`src/sv/cse_pkg.sv`:
```
// Shared types and constants for the color sort eject pulser.
// Holds register indexes, reset values, drive codes and stage structs.
// No dependencies.
`default_nettype none

package cse_pkg;

	// Configuration port widths
	localparam int CfgIdxW  = 3;
	localparam int CfgDataW = 16;

	// Register indexes
	localparam logic [CfgIdxW-1:0] CFG_TARGET_IS_BLUE = 3'd0;
	localparam logic [CfgIdxW-1:0] CFG_PROX_THRESHOLD = 3'd1;
	localparam logic [CfgIdxW-1:0] CFG_RED_HUE_HIGH   = 3'd2;
	localparam logic [CfgIdxW-1:0] CFG_BLUE_HUE_LOW   = 3'd3;
	localparam logic [CfgIdxW-1:0] CFG_BLUE_HUE_HIGH  = 3'd4;
	localparam logic [CfgIdxW-1:0] CFG_RUN_MS         = 3'd5;
	localparam logic [CfgIdxW-1:0] CFG_REVERSE_END_MS = 3'd6;

	// Register reset values
	localparam logic [7:0]  PROX_THRESHOLD_RST = 8'd150;
	localparam logic [8:0]  RED_HUE_HIGH_RST   = 9'd25;
	localparam logic [8:0]  BLUE_HUE_LOW_RST   = 9'd150;
	localparam logic [8:0]  BLUE_HUE_HIGH_RST  = 9'd230;
	localparam logic [15:0] RUN_MS_RST         = 16'd175;
	localparam logic [15:0] REVERSE_END_MS_RST = 16'd225;

	// Drive and indicator codes
	localparam logic signed [7:0] DRIVE_FWD  = 8'sd127;
	localparam logic signed [7:0] DRIVE_REV  = -8'sd50;
	localparam logic signed [7:0] DRIVE_NONE = 8'sd0;
	localparam logic [6:0] LED_ON  = 7'd100;
	localparam logic [6:0] LED_OFF = 7'd0;
	localparam logic [1:0] RUMBLE_NONE   = 2'd0;
	localparam logic [1:0] RUMBLE_SINGLE = 2'd1;
	localparam logic [1:0] RUMBLE_DOUBLE = 2'd2;

	typedef struct packed {
		logic        target_is_blue;
		logic [7:0]  proximity_threshold;
		logic [8:0]  red_hue_high;
		logic [8:0]  blue_hue_low;
		logic [8:0]  blue_hue_high;
		logic [15:0] run_ms;
		logic [15:0] reverse_end_ms;
	} cfg_t;

	typedef struct packed {
		logic        button_level;
		logic [7:0]  proximity;
		logic [8:0]  hue_degrees;
		logic [31:0] now_ms;
	} item_t;

	typedef struct packed {
		logic              drive_issued;
		logic signed [7:0] conveyor_drive;
		logic [6:0]        led_level;
		logic [1:0]        rumble_request;
		logic              detection_on;
		logic              target_seen;
	} result_t;

endpackage

`default_nettype wire

```
`src/sv/color_sort_eject_pulser_core.sv`:
```
// Top level of the color sort eject pulser: input register, step logic,
// result register and configuration registers.
// Depends on cse_pkg, cse_cfg and cse_step.
//
// Channel  Direction  Handshake              Payload
// in       sink       in_valid / in_stall    button_level, proximity, hue_degrees, now_ms
// out      source     out_valid / out_stall  drive_issued, conveyor_drive, led_level,
//                                            rumble_request, detection_on, target_seen
// cfg      sink       cfg_valid / cfg_ready  cfg_index, cfg_data
//
// One item per clock sustained while out_stall is low; an item passes from the
// input register through the step logic into the result register, which
// drives the outputs until the result is taken.
// Reset clears the pulse and toggle state, enables detection and loads the
// register defaults. A stalled output holds its result; the input register
// keeps taking items until it too is full. cfg_ready is always high.
`default_nettype none

module color_sort_eject_pulser_core (
	input  wire logic                         clk,
	input  wire logic                         arst_n,
	input  wire logic                         in_valid,
	output      logic                         in_stall,
	input  wire logic                         button_level,
	input  wire logic [7:0]                   proximity,
	input  wire logic [8:0]                   hue_degrees,
	input  wire logic [31:0]                  now_ms,
	output      logic                         out_valid,
	input  wire logic                         out_stall,
	output      logic                         drive_issued,
	output      logic signed [7:0]            conveyor_drive,
	output      logic [6:0]                   led_level,
	output      logic [1:0]                   rumble_request,
	output      logic                         detection_on,
	output      logic                         target_seen,
	input  wire logic                         cfg_valid,
	output      logic                         cfg_ready,
	input  wire logic [cse_pkg::CfgIdxW-1:0]  cfg_index,
	input  wire logic [cse_pkg::CfgDataW-1:0] cfg_data
);
	import cse_pkg::*;

	cfg_t    cfg;
	item_t   item_s1;
	logic    valid_s1;
	result_t result;
	result_t result_s2;
	logic    valid_s2;
	logic    advance;
	logic    in_take;

	assign cfg_ready = 1'b1;

	cse_cfg u_cfg (
		.clk      (clk),
		.arst_n   (arst_n),
		.wr_en    (cfg_valid & cfg_ready),
		.wr_index (cfg_index),
		.wr_data  (cfg_data),
		.cfg      (cfg)
	);

	// Move an item into the result register when there is room
	assign advance  = valid_s1 & (~valid_s2 | ~out_stall);
	assign in_stall = valid_s1 & ~advance;
	assign in_take  = in_valid & ~in_stall;

	cse_step u_step (
		.clk    (clk),
		.arst_n (arst_n),
		.advance(advance),
		.cfg    (cfg),
		.item   (item_s1),
		.result (result)
	);

	// Hold the incoming item
	always_ff @(posedge clk or negedge arst_n) begin
		if (!arst_n) begin
			valid_s1 <= 1'b0;
		end else if (in_take || advance) begin
			valid_s1 <= in_take;
		end
	end

	always_ff @(posedge clk) begin
		if (in_take) begin
			item_s1.button_level <= button_level;
			item_s1.proximity    <= proximity;
			item_s1.hue_degrees  <= hue_degrees;
			item_s1.now_ms       <= now_ms;
		end
	end

	// Hold the finished result until it is taken
	always_ff @(posedge clk or negedge arst_n) begin
		if (!arst_n) begin
			valid_s2 <= 1'b0;
		end else if (!valid_s2 || !out_stall) begin
			valid_s2 <= valid_s1;
		end
	end

	always_ff @(posedge clk) begin
		if (advance) begin
			result_s2 <= result;
		end
	end

	assign out_valid      = valid_s2;
	assign drive_issued   = result_s2.drive_issued;
	assign conveyor_drive = result_s2.conveyor_drive;
	assign led_level      = result_s2.led_level;
	assign rumble_request = result_s2.rumble_request;
	assign detection_on   = result_s2.detection_on;
	assign target_seen    = result_s2.target_seen;

endmodule

`default_nettype wire

```
`src/sv/cse_cfg.sv`:
```
// Configuration register file for the color sort eject pulser.
// Depends on cse_pkg for register indexes, reset values and cfg_t.
`default_nettype none

module cse_cfg (
	input  wire logic                            clk,
	input  wire logic                            arst_n,
	input  wire logic                            wr_en,
	input  wire logic [cse_pkg::CfgIdxW-1:0]     wr_index,
	input  wire logic [cse_pkg::CfgDataW-1:0]    wr_data,
	output cse_pkg::cfg_t                        cfg
);
	import cse_pkg::*;

	cfg_t cfg_q;

	// Decode the index and store the low bits; unknown indexes are dropped
	always_ff @(posedge clk or negedge arst_n) begin
		if (!arst_n) begin
			cfg_q.target_is_blue      <= 1'b0;
			cfg_q.proximity_threshold <= PROX_THRESHOLD_RST;
			cfg_q.red_hue_high        <= RED_HUE_HIGH_RST;
			cfg_q.blue_hue_low        <= BLUE_HUE_LOW_RST;
			cfg_q.blue_hue_high       <= BLUE_HUE_HIGH_RST;
			cfg_q.run_ms              <= RUN_MS_RST;
			cfg_q.reverse_end_ms      <= REVERSE_END_MS_RST;
		end else if (wr_en) begin
			unique case (wr_index)
				CFG_TARGET_IS_BLUE: cfg_q.target_is_blue      <= wr_data[0];
				CFG_PROX_THRESHOLD: cfg_q.proximity_threshold <= wr_data[7:0];
				CFG_RED_HUE_HIGH:   cfg_q.red_hue_high        <= wr_data[8:0];
				CFG_BLUE_HUE_LOW:   cfg_q.blue_hue_low        <= wr_data[8:0];
				CFG_BLUE_HUE_HIGH:  cfg_q.blue_hue_high       <= wr_data[8:0];
				CFG_RUN_MS:         cfg_q.run_ms              <= wr_data;
				CFG_REVERSE_END_MS: cfg_q.reverse_end_ms      <= wr_data;
				default: ;
			endcase
		end
	end

	assign cfg = cfg_q;

endmodule

`default_nettype wire

```
`src/sv/cse_step.sv`:
```
// Per-item decision logic and pulse state for the color sort eject pulser.
// Holds toggle, edge and pulse state; computes one result per item.
// Depends on cse_pkg for cfg_t, item_t, result_t and drive codes.
`default_nettype none

module cse_step (
	input  wire logic            clk,
	input  wire logic            arst_n,
	input  wire logic            advance,
	input  wire cse_pkg::cfg_t   cfg,
	input  wire cse_pkg::item_t  item,
	output cse_pkg::result_t     result
);
	import cse_pkg::*;

	logic        enabled_q;
	logic        button_prev_q;
	logic        detect_prev_q;
	logic        pulse_active_q;
	logic [31:0] pulse_start_q;

	logic        rise;
	logic        en_next;
	logic        present;
	logic        hit;
	logic        start;
	logic        pulse_mid;
	logic [31:0] start_mid;
	logic [31:0] elapsed;
	logic        in_run;
	logic        in_rev;
	logic        detect_next;
	logic        pulse_next;

	// Toggle detection on a rising button edge
	assign rise    = item.button_level & ~button_prev_q;
	assign en_next = enabled_q ^ rise;

	// Match the close object against the selected hue range
	assign present = item.proximity > cfg.proximity_threshold;
	assign hit = cfg.target_is_blue
		? ((item.hue_degrees >= cfg.blue_hue_low) && (item.hue_degrees <= cfg.blue_hue_high))
		: (item.hue_degrees <= cfg.red_hue_high);

	// Start a pulse on a fresh detection with no pulse running
	assign start     = en_next & present & hit & ~pulse_active_q & ~detect_prev_q;
	assign pulse_mid = pulse_active_q | start;
	assign start_mid = start ? item.now_ms : pulse_start_q;

	// Time the pulse phases with wrapping subtraction
	assign elapsed = item.now_ms - start_mid;
	assign in_run  = elapsed < {16'd0, cfg.run_ms};
	assign in_rev  = elapsed < {16'd0, cfg.reverse_end_ms};

	assign detect_next = en_next ? (present & hit) : detect_prev_q;
	assign pulse_next  = en_next ? (pulse_mid & (in_run | in_rev)) : pulse_active_q;

	// Build the result for this item
	always_comb begin
		result.drive_issued   = en_next & pulse_mid;
		result.conveyor_drive = DRIVE_NONE;
		if (en_next && pulse_mid) begin
			result.conveyor_drive = (!in_run && in_rev) ? DRIVE_REV : DRIVE_FWD;
		end
		result.led_level      = en_next ? LED_ON : LED_OFF;
		result.rumble_request = rise ? (en_next ? RUMBLE_SINGLE : RUMBLE_DOUBLE) : RUMBLE_NONE;
		result.detection_on   = en_next;
		result.target_seen    = en_next & present & hit;
	end

	// Advance the state once per item
	always_ff @(posedge clk or negedge arst_n) begin
		if (!arst_n) begin
			enabled_q      <= 1'b1;
			button_prev_q  <= 1'b0;
			detect_prev_q  <= 1'b0;
			pulse_active_q <= 1'b0;
			pulse_start_q  <= 32'd0;
		end else if (advance) begin
			enabled_q      <= en_next;
			button_prev_q  <= item.button_level;
			detect_prev_q  <= detect_next;
			pulse_active_q <= pulse_next;
			if (en_next) begin
				pulse_start_q <= start_mid;
			end
		end
	end

endmodule

`default_nettype wire
```
`config.mk`:
```
export PLATFORM = sky130hd
export DESIGN_NAME = color_sort_eject_pulser_core
export DESIGN_NICKNAME = d
export VERILOG_FILES = /design/src/sv/cse_pkg.sv /design/src/sv/color_sort_eject_pulser_core.sv /design/src/sv/cse_cfg.sv /design/src/sv/cse_step.sv
export SDC_FILE = /design/constraint.sdc
export NUM_CORES = 1
export LEC_CHECK = 0
export BUFFER_PORTS_ARGS = -buffer_cell sky130_fd_sc_hd__clkbuf_2
export CORE_ASPECT_RATIO = 1.25
export CORE_MARGIN = 8
export CORE_UTILIZATION = 43
export CTS_BUF_LIST = sky130_fd_sc_hd__clkbuf_4 sky130_fd_sc_hd__clkbuf_8 sky130_fd_sc_hd__clkbuf_16
export CTS_CLUSTER_SIZE = 30
export DETAILED_ROUTE_END_ITERATION = 8
export GPL_TIMING_DRIVEN = 0
export PLACE_DENSITY_LB_ADDON = 0.05
export SYNTH_ARGS = -nofsm -noshare
export SYNTH_HDL_FRONTEND = slang
export SYNTH_SLANG_ARGS = --single-unit
```
`constraint.sdc`:
```
create_clock -name clk -period 5.8 [get_ports clk]
set_input_delay 0.58 -clock clk [delete_from_list [all_inputs] [get_ports clk]]
set_output_delay 0.58 -clock clk [all_outputs]
set_load 0.05 [all_outputs]
```
==> results of run 1 <==
-- metal layers --
layer  vias up  wire [µm]  track usage (%)  part of all wire (%)
met5         -          0                0                     0
met4         0        446            5.831                   1.9
met3        31        611            3.251                   2.6
met2       106      12960            33.02                    55
met1      3435       9492            18.87                    40
li1       3594          -                -                     -
-- flip-flops by register name, indices dropped and copies added, names as in the netlist --
signal                 count
conveyor_drive             3
drive_issued               1
item_s1                   50
led_level                  1
out_valid                  1
rumble_request             2
target_seen                1
u_cfg.cfg                 68
u_step.button_prev_q       1
u_step.detect_prev_q       1
u_step.enabled_q           1
u_step.pulse_active_q      1
u_step.pulse_start_q      32
valid_s1                   1
-- path summary, 6_finish.rpt --
path,startpoint,end,slack (ps),cells after the start
worst min-delay path,arst_n,u_cfg.cfg[29],60,1
worst max-delay path,u_cfg.cfg[48],conveyor_drive[5],-60,28
min in group clk,hue_degrees[4],item_s1[36],310,1
worst max register to register,u_cfg.cfg[48],conveyor_drive[5],-60,28
worst min register to register,valid_s1,out_valid,480,1
max in group asynchronous,arst_n,u_cfg.cfg[0],5010,2
-- cells in the mapped netlist, types with 3 or more instances --
| cell | number | area share, % |
|---|---|---|
| nand2b_1 | 12 | 0.76 |
| ha_1 | 93 | 12 |
| inv_1 | 84 | 3.2 |
| nand4b_1 | 3 | 0.27 |
| nor3_1 | 12 | 0.61 |
| nor2b_1 | 16 | 1.0 |
| xnor2_1 | 18 | 1.6 |
| and4_1 | 3 | 0.27 |
| maj3_1 | 4 | 0.41 |
| nand2_1 | 77 | 2.9 |
| and3_1 | 5 | 0.32 |
| a21oi_1 | 64 | 3.2 |
| clkbuf_1 | 18 | 0.69 |
| nor3b_1 | 4 | 0.30 |
| buf_1 | 3 | 0.11 |
| nor4_1 | 4 | 0.25 |
| nand3_1 | 18 | 0.91 |
| and2_1 | 4 | 0.25 |
| edfxtp_1 | 58 | 18 |
| a31oi_1 | 6 | 0.38 |
| a21o_1 | 21 | 1.6 |
| a211oi_1 | 4 | 0.30 |
| dfstp_2 | 27 | 7.2 |
| o21bai_1 | 4 | 0.30 |
| o21a_1 | 10 | 0.76 |
| buf_4 | 13 | 0.99 |
| o221ai_1 | 3 | 0.27 |
| mux2_2 | 74 | 8.5 |
| o211ai_1 | 4 | 0.30 |
| dfrtp_1 | 79 | 20 |
| o22a_1 | 3 | 0.27 |
| xor2_1 | 7 | 0.62 |
| mux2i_1 | 28 | 2.8 |
| o21ai_0 | 61 | 3.1 |
| nor2_1 | 32 | 1.2 |
| nand4_1 | 9 | 0.57 |
-- cell type report --
| class | count | area (µm²) | share of cell area, % |
|---|---|---|---|
| repair buffers | 119 | 728.2 | 6.080 |
| well taps | 288 | 360.3 | 3.008 |
| flip-flops and latches | 164 | 4428 | 36.97 |
| inverters | 84 | 315.3 | 2.632 |
| multi-input cells | 649 | 5346 | 44.64 |
| clock buffers | 17 | 425.4 | 3.552 |
| clock inverters | 15 | 158.9 | 1.327 |
| plain buffers | 34 | 215.2 | 1.797 |
-- what timing repair did --
item,CTS,global route
setup buffers,26,4
pin swaps,41,32
resized for setup,69,27
setup endpoints to repair,3,3
hold buffers,0,0
-- kinds of logic after synthesis --
kind of cell               Yosys count  synth area share [%]
DFF                                164                 44.93
AOI/OAI and AO/OA                  206                 12.85
xor gates and xnor gates            26                 2.387
and+or+nand+nor                    212                 11.01
adders and majority gates           98                 12.42
buffers and inverters              119                 5.040
muxes                              102                 11.30
other                                2               0.07620
-- where the power goes --
group          leakage [nW]  total [mW]  switching, mW  internal, mW
logic                  3.17        2.94           1.63          1.31
registers              1.82        1.60          0.133          1.46
clock network         0.287        1.11          0.533         0.577
-- metrics by stage --
step	utilization, %	setup TNS (ps)
after floorplan	-	0
after global placement	46.99	-4052
after detailed placement	47.24	-3844
after CTS	51.99	-74.27
after global routing	52.70	-911.5
final	52.70	-123.0
==> metrics.txt, run 1 <==
status=finished, violations left; failing checks=negative setup slack; register bit total from synthesis=164; Post-Layout Cell Count=1,370; Die H=185.3 µm; Setup CP Type=reg -> reg; Vias=7,166; PwrDens=471.8 nW/µm²; # fillers=2,091; row count=62; sequential fraction of the synthesis area=44.93%; Ports=97; final antenna-violating net count=0; min Tclk post-route=5860 ps; Setup Skew=20.93 ps; final setup fails=3; largest net degree at the start of global routing=70; initial antenna violation count=0; Rel. slew slack=28.15%; TritonCTS clock tree=done; gpl congestion=0.8481; Sink Count=164; first-pass GRT wire length=37,920 µm; final instance area=11,980 µm²; layout cells sized above 1=31.24%; Pins Over Slew Limit=0; most frequent cells in the layout=88 x clkbuf_2, 84 x ha_1, 80 x inv_1; Overall Power=5.651 mW; Async SR Flop Fraction=64.63%; dpl ws=-1418 ps; Initial DRC Count=195; final hold vios=0; Vias/cell=5.231; CP required=5980 ps; Critical Path Fanout Max=8; Clock Latency Late Sink=440 ps; synth warn=0; Mean Syn Cell Area=10.61 µm²; die width=151.4 µm; Peak VDD IR=0.2389 mV; input/output buffers=89; Mapped Area=9856 µm²; Data arrival, critical path=6040 ps; vias in the first global route=7,486; root buffer cell=clkbuf_16; Slowest-stage cell, CP=dfstp_2; Die Area=28,050 µm²; n_diodes=0; Crit. End Element=flip-flop; Initial Util=43.36%; Worst path max stage delay=530 ps; DP HPWL=17,790 µm; total iterations of the first detailed-routing run=4; clock transition at the registers of the reported paths=70 ps; H-tree Lvls=4; Post-Syn Instances=929; core area=22,730 µm²; final period utilization=101.0%; Maximum Capacitance Violations=0; fin worst setup slack=-60.34 ps; post-synth cell types=70; Synth Flop Type=dfrtp_1; GRT overflow=0; final WL=23,510 µm; nets=1,237; Hold Path Class=in -> async; Synth-to-Final Area Change=21.53%; routed length per instance=17.16 µm; hold slack final=56.23 ps; Worst-Margin Slew=1075 ps; Worst path top cell family by delay=compound AO/OA/AOI/OAI gates; dpl cell area=10,740 µm²; Worst setup SP type=flip-flop; Leak=5.278 nW; total CTS buffers=17; RSZ-0062 raised after global routing=true; All-Layer GR Usage=17.45%; drc violations=0; number of synthesized flops with an enable pin=58; DP Cell Count=1,311; commonest non-fill, non-tap cell in the layout=clkbuf_2; Worst Path Buf+Inv=5; fmax=170.6 MHz; clock buffer depth=2
No activity file was read; power rests on OpenSTA's default activity.
==> run 2, diff against run 1 <==
Settings changed: CORE_ASPECT_RATIO 1.25 to 1.75, SYNTH_HIERARCHICAL set to 1.
==> run 2 against run 1 <==
  * Largest power group unchanged
  * Utilization is 0.36 points lower
  * Setup slack lost 570 ps
  * Register-to-register slack worse by 570 ps
  * The run still ends with negative setup slack left
==> metrics.txt, run 2 <==
fin worst setup slack=-627.8 ps (-567.4 ps); Mean Syn Cell Area=11.61 µm² (+9.5%); n_diodes=0 (unchanged); Synth-to-Final Area Change=20.23%; Reg area=4788 µm² (+8.1%); sequential fraction of the synthesis area=45.01% (+0.079 points); Pins Over Slew Limit=0 (unchanged); final hold vios=0 (unchanged); initial antenna violation count=0 (unchanged); Clock Latency Late Sink=450 ps (about the same); number of flip-flops in the largest register=68 (unchanged); Synth Flop Type=dfrtp_1; layout cells sized above 1=35.95% (+4.7 points); most frequent cells in the layout=94 x clkbuf_2, 91 x ha_1, 81 x inv_1; Vias/cell=5.346 (+2.2%); total iterations of the first detailed-routing run=5 (+1); area share of the leading cell type in the synthesized netlist=19.76% (-0.30 points); post-synth top area cell=edfxtp_1; CP required=6010 ps (+30 ps); total CTS buffers=17 (unchanged); nets=1,239 (+0.16%); final setup fails=5 (+2); fmax=155.6 MHz (-8.8%); Initial Util=43.53% (+0.17 points); area occupied by multi-input gates=5553 µm² (+3.9%); root buffer cell=clkbuf_16; Async SR Flop Fraction=60.23% (-4.4 points); Maximum Capacitance Violations=0 (unchanged); core area=24,440 µm² (+7.5%); failing checks=negative setup slack; WHS Path Cells=1; hold worst-path end=item_s1[46]; first-pass GRT wire length=41,690 µm (+10%); Hold Path Class=in -> reg; dpl ws=-1198 ps (+220.5 ps); number of synthesized flops with an enable pin=70 (+21%); Vias=7,453 (+4.0%); Critical Path Fanout Max=7 (-1); final WL=26,180 µm (+11%); Worst Path Buf+Inv=3 (-2); Rel. slew slack=47.02% (+19 points); routed length per instance=18.78 µm (+9.5%); Post-synth top cells=95 x ha_1, 84 x inv_1, 79 x dfrtp_1; FF-to-FF End=conveyor_drive[4]; largest net degree at the start of global routing=91 (+30%); GRT overflow=0 (unchanged); Worst path top cell family by delay=compound AO/OA/AOI/OAI gates; input/output buffers=94 (+5.6%); post-synth cell types=82 (+17%); H-tree Lvls=4 (unchanged); FF-to-FF path depth=28 (unchanged); gpl congestion=0.8455 (-0.31%); most frequent cell after synthesis=ha_1; clock transition at the registers of the reported paths=70 ps (about the same); Post-Syn Instances=916 (-1.4%); Leak=5.777 nW (+9.5%); clock buffer depth=2 (unchanged); TNS Setup=-2599 ps (-2476 ps); row count=76 (+23%); Data arrival, critical path=6640 ps (+600 ps); final antenna-violating net count=0 (unchanged); most area-consuming cells after synthesis=edfxtp_1 20%, dfrtp_1 19%, ha_1 11%; Overall Power=6.590 mW (+17%); # fillers=2,224 (+6.4%); Slowest-stage cell, CP=dfstp_2; Worst path max stage delay=540 ps (about the same); commonest non-fill, non-tap cell in the layout=clkbuf_2; Setup Skew=8.869 ps (-12.06 ps); register bit total from synthesis=176 (+7.3%); Initial DRC Count=290 (+49%); min Tclk post-route=6428 ps (+567.4 ps); vias in the first global route=7,823 (+4.5%); die width=134.9 µm (-11%); reg2reg start=u_cfg/cfg[61]; synth warn=6 (+6); final period utilization=110.8% (+9.8 points); Ports=97 (unchanged); Worst setup SP type=flip-flop; Setup CP Type=reg -> reg; Sink Count=176 (+7.3%); status=finished, violations left; Worst-Margin Slew=787.5 ps (-287.9 ps); Peak VDD IR=0.2741 mV (+15%); r2r setup slk=-630 ps (-570 ps); All-Layer GR Usage=18.15% (+0.71 points); TritonCTS clock tree=done; hold wc startpoint=proximity[5]; drc violations=0 (unchanged); Mapped Area=10,640 µm² (+7.9%); RSZ-0062 raised after global routing=true; PwrDens=515.2 nW/µm² (+9.2%); DP HPWL=20,020 µm (+13%); Die Area=30,230 µm² (+7.8%); Die H=224.1 µm (+21%); Crit. End Element=flip-flop
[run 2: cell types whose count changed in the layout (fill, tap and decap cells not counted), moves of 9 or more]
cell      delta
o21ai_0     -22
a21oi_1     -17
mux2_2      -14
nand2_1     -28
mux2_4      +37
clkbuf_1     -9
edfxtp_1    +12
[run 2: metrics by stage]
| stage | cell area (µm²) | hold WS [ps] | util (%) | std cells |
|---|---|---|---|---|
| finish | 12790 | 303.3 | 52.34 | 1394 |
| global route | 12790 | 273.0 | 52.34 | 1394 |
| CTS | 12680 | 271.9 | 51.89 | 1386 |
| detailed placement | 11670 | 451.3 | 47.77 | 1328 |
| global placement | 11590 | 468.1 | 47.41 | 1325 |
| floorplan | 10730 | 284.4 | - | 919 |
[run 2: cells by family after synthesis]
group                      count (synthesis)  synth area share (%)
and+or+nand+nor                          181                 9.385
other                                      2               0.07059
buffers and inverters                    120                 5.445
muxes                                    123                 14.02
adders and majority gates                 99                 11.65
DFF                                      176                 45.01
xor gates and xnor gates                  27                 2.223
AOI/OAI and AO/OA                        188                 12.20
[run 2: area by class of cell]
| cell class | instances | area share, % |
|---|---|---|
| multi-input cells | 623 | 43.41 |
| flip-flops and latches | 176 | 37.44 |
| repair buffers | 134 | 6.652 |
| clock buffers | 23 | 4.059 |
| well taps | 312 | 3.052 |
| inverters | 84 | 2.465 |
| plain buffers | 33 | 2.211 |
| clock inverters | 9 | 0.7141 |
[run 2: worst max-delay path by stage]
stage | start | endpoint | slack (ps) | cells after the start
3_3_place_gp | u_cfg/cfg[61] | conveyor_drive[5] | -1210 | 31
2_1_floorplan | u_cfg/cfg[61] | conveyor_drive[4] | -10 | 29
3_5_place_dp | u_cfg/cfg[61] | conveyor_drive[5] | -1200 | 31
5_1_grt | u_cfg/cfg[61] | conveyor_drive[4] | -860 | 29
6_report | u_cfg/cfg[61] | conveyor_drive[4] | -630 | 28
4_1_cts | u_cfg/cfg[60] | conveyor_drive[5] | -650 | 30
[run 2: repair_timing]
item,in CTS,in global routing
endpoints found under the setup margin,5,5
hold buffers,1,0
resized for setup,48,11
pin swaps,32,22
hold endpoints to repair,12,0
setup buffers,26,10
[run 2: where the power goes]
part,leakage [nW],total [mW],internal [mW],switching (mW)
combinational,3.54,3.65,1.64,2.01
clock,0.294,1.18,0.678,0.499
sequential,1.94,1.77,1.62,0.153
total,5.78,6.59,3.93,2.66
[run 2: routing by layer]
| metal | up-vias | wire [µm] | global-route usage (%) |
|---|---|---|---|
| met2 | 140 | 15020 | 34.98 |
| met5 | - | 0 | 0 |
| met4 | 0 | 1017 | 9.392 |
| met1 | 3630 | 9349 | 17.44 |
| li1 | 3633 | - | - |
| met3 | 50 | 789 | 3.701 |
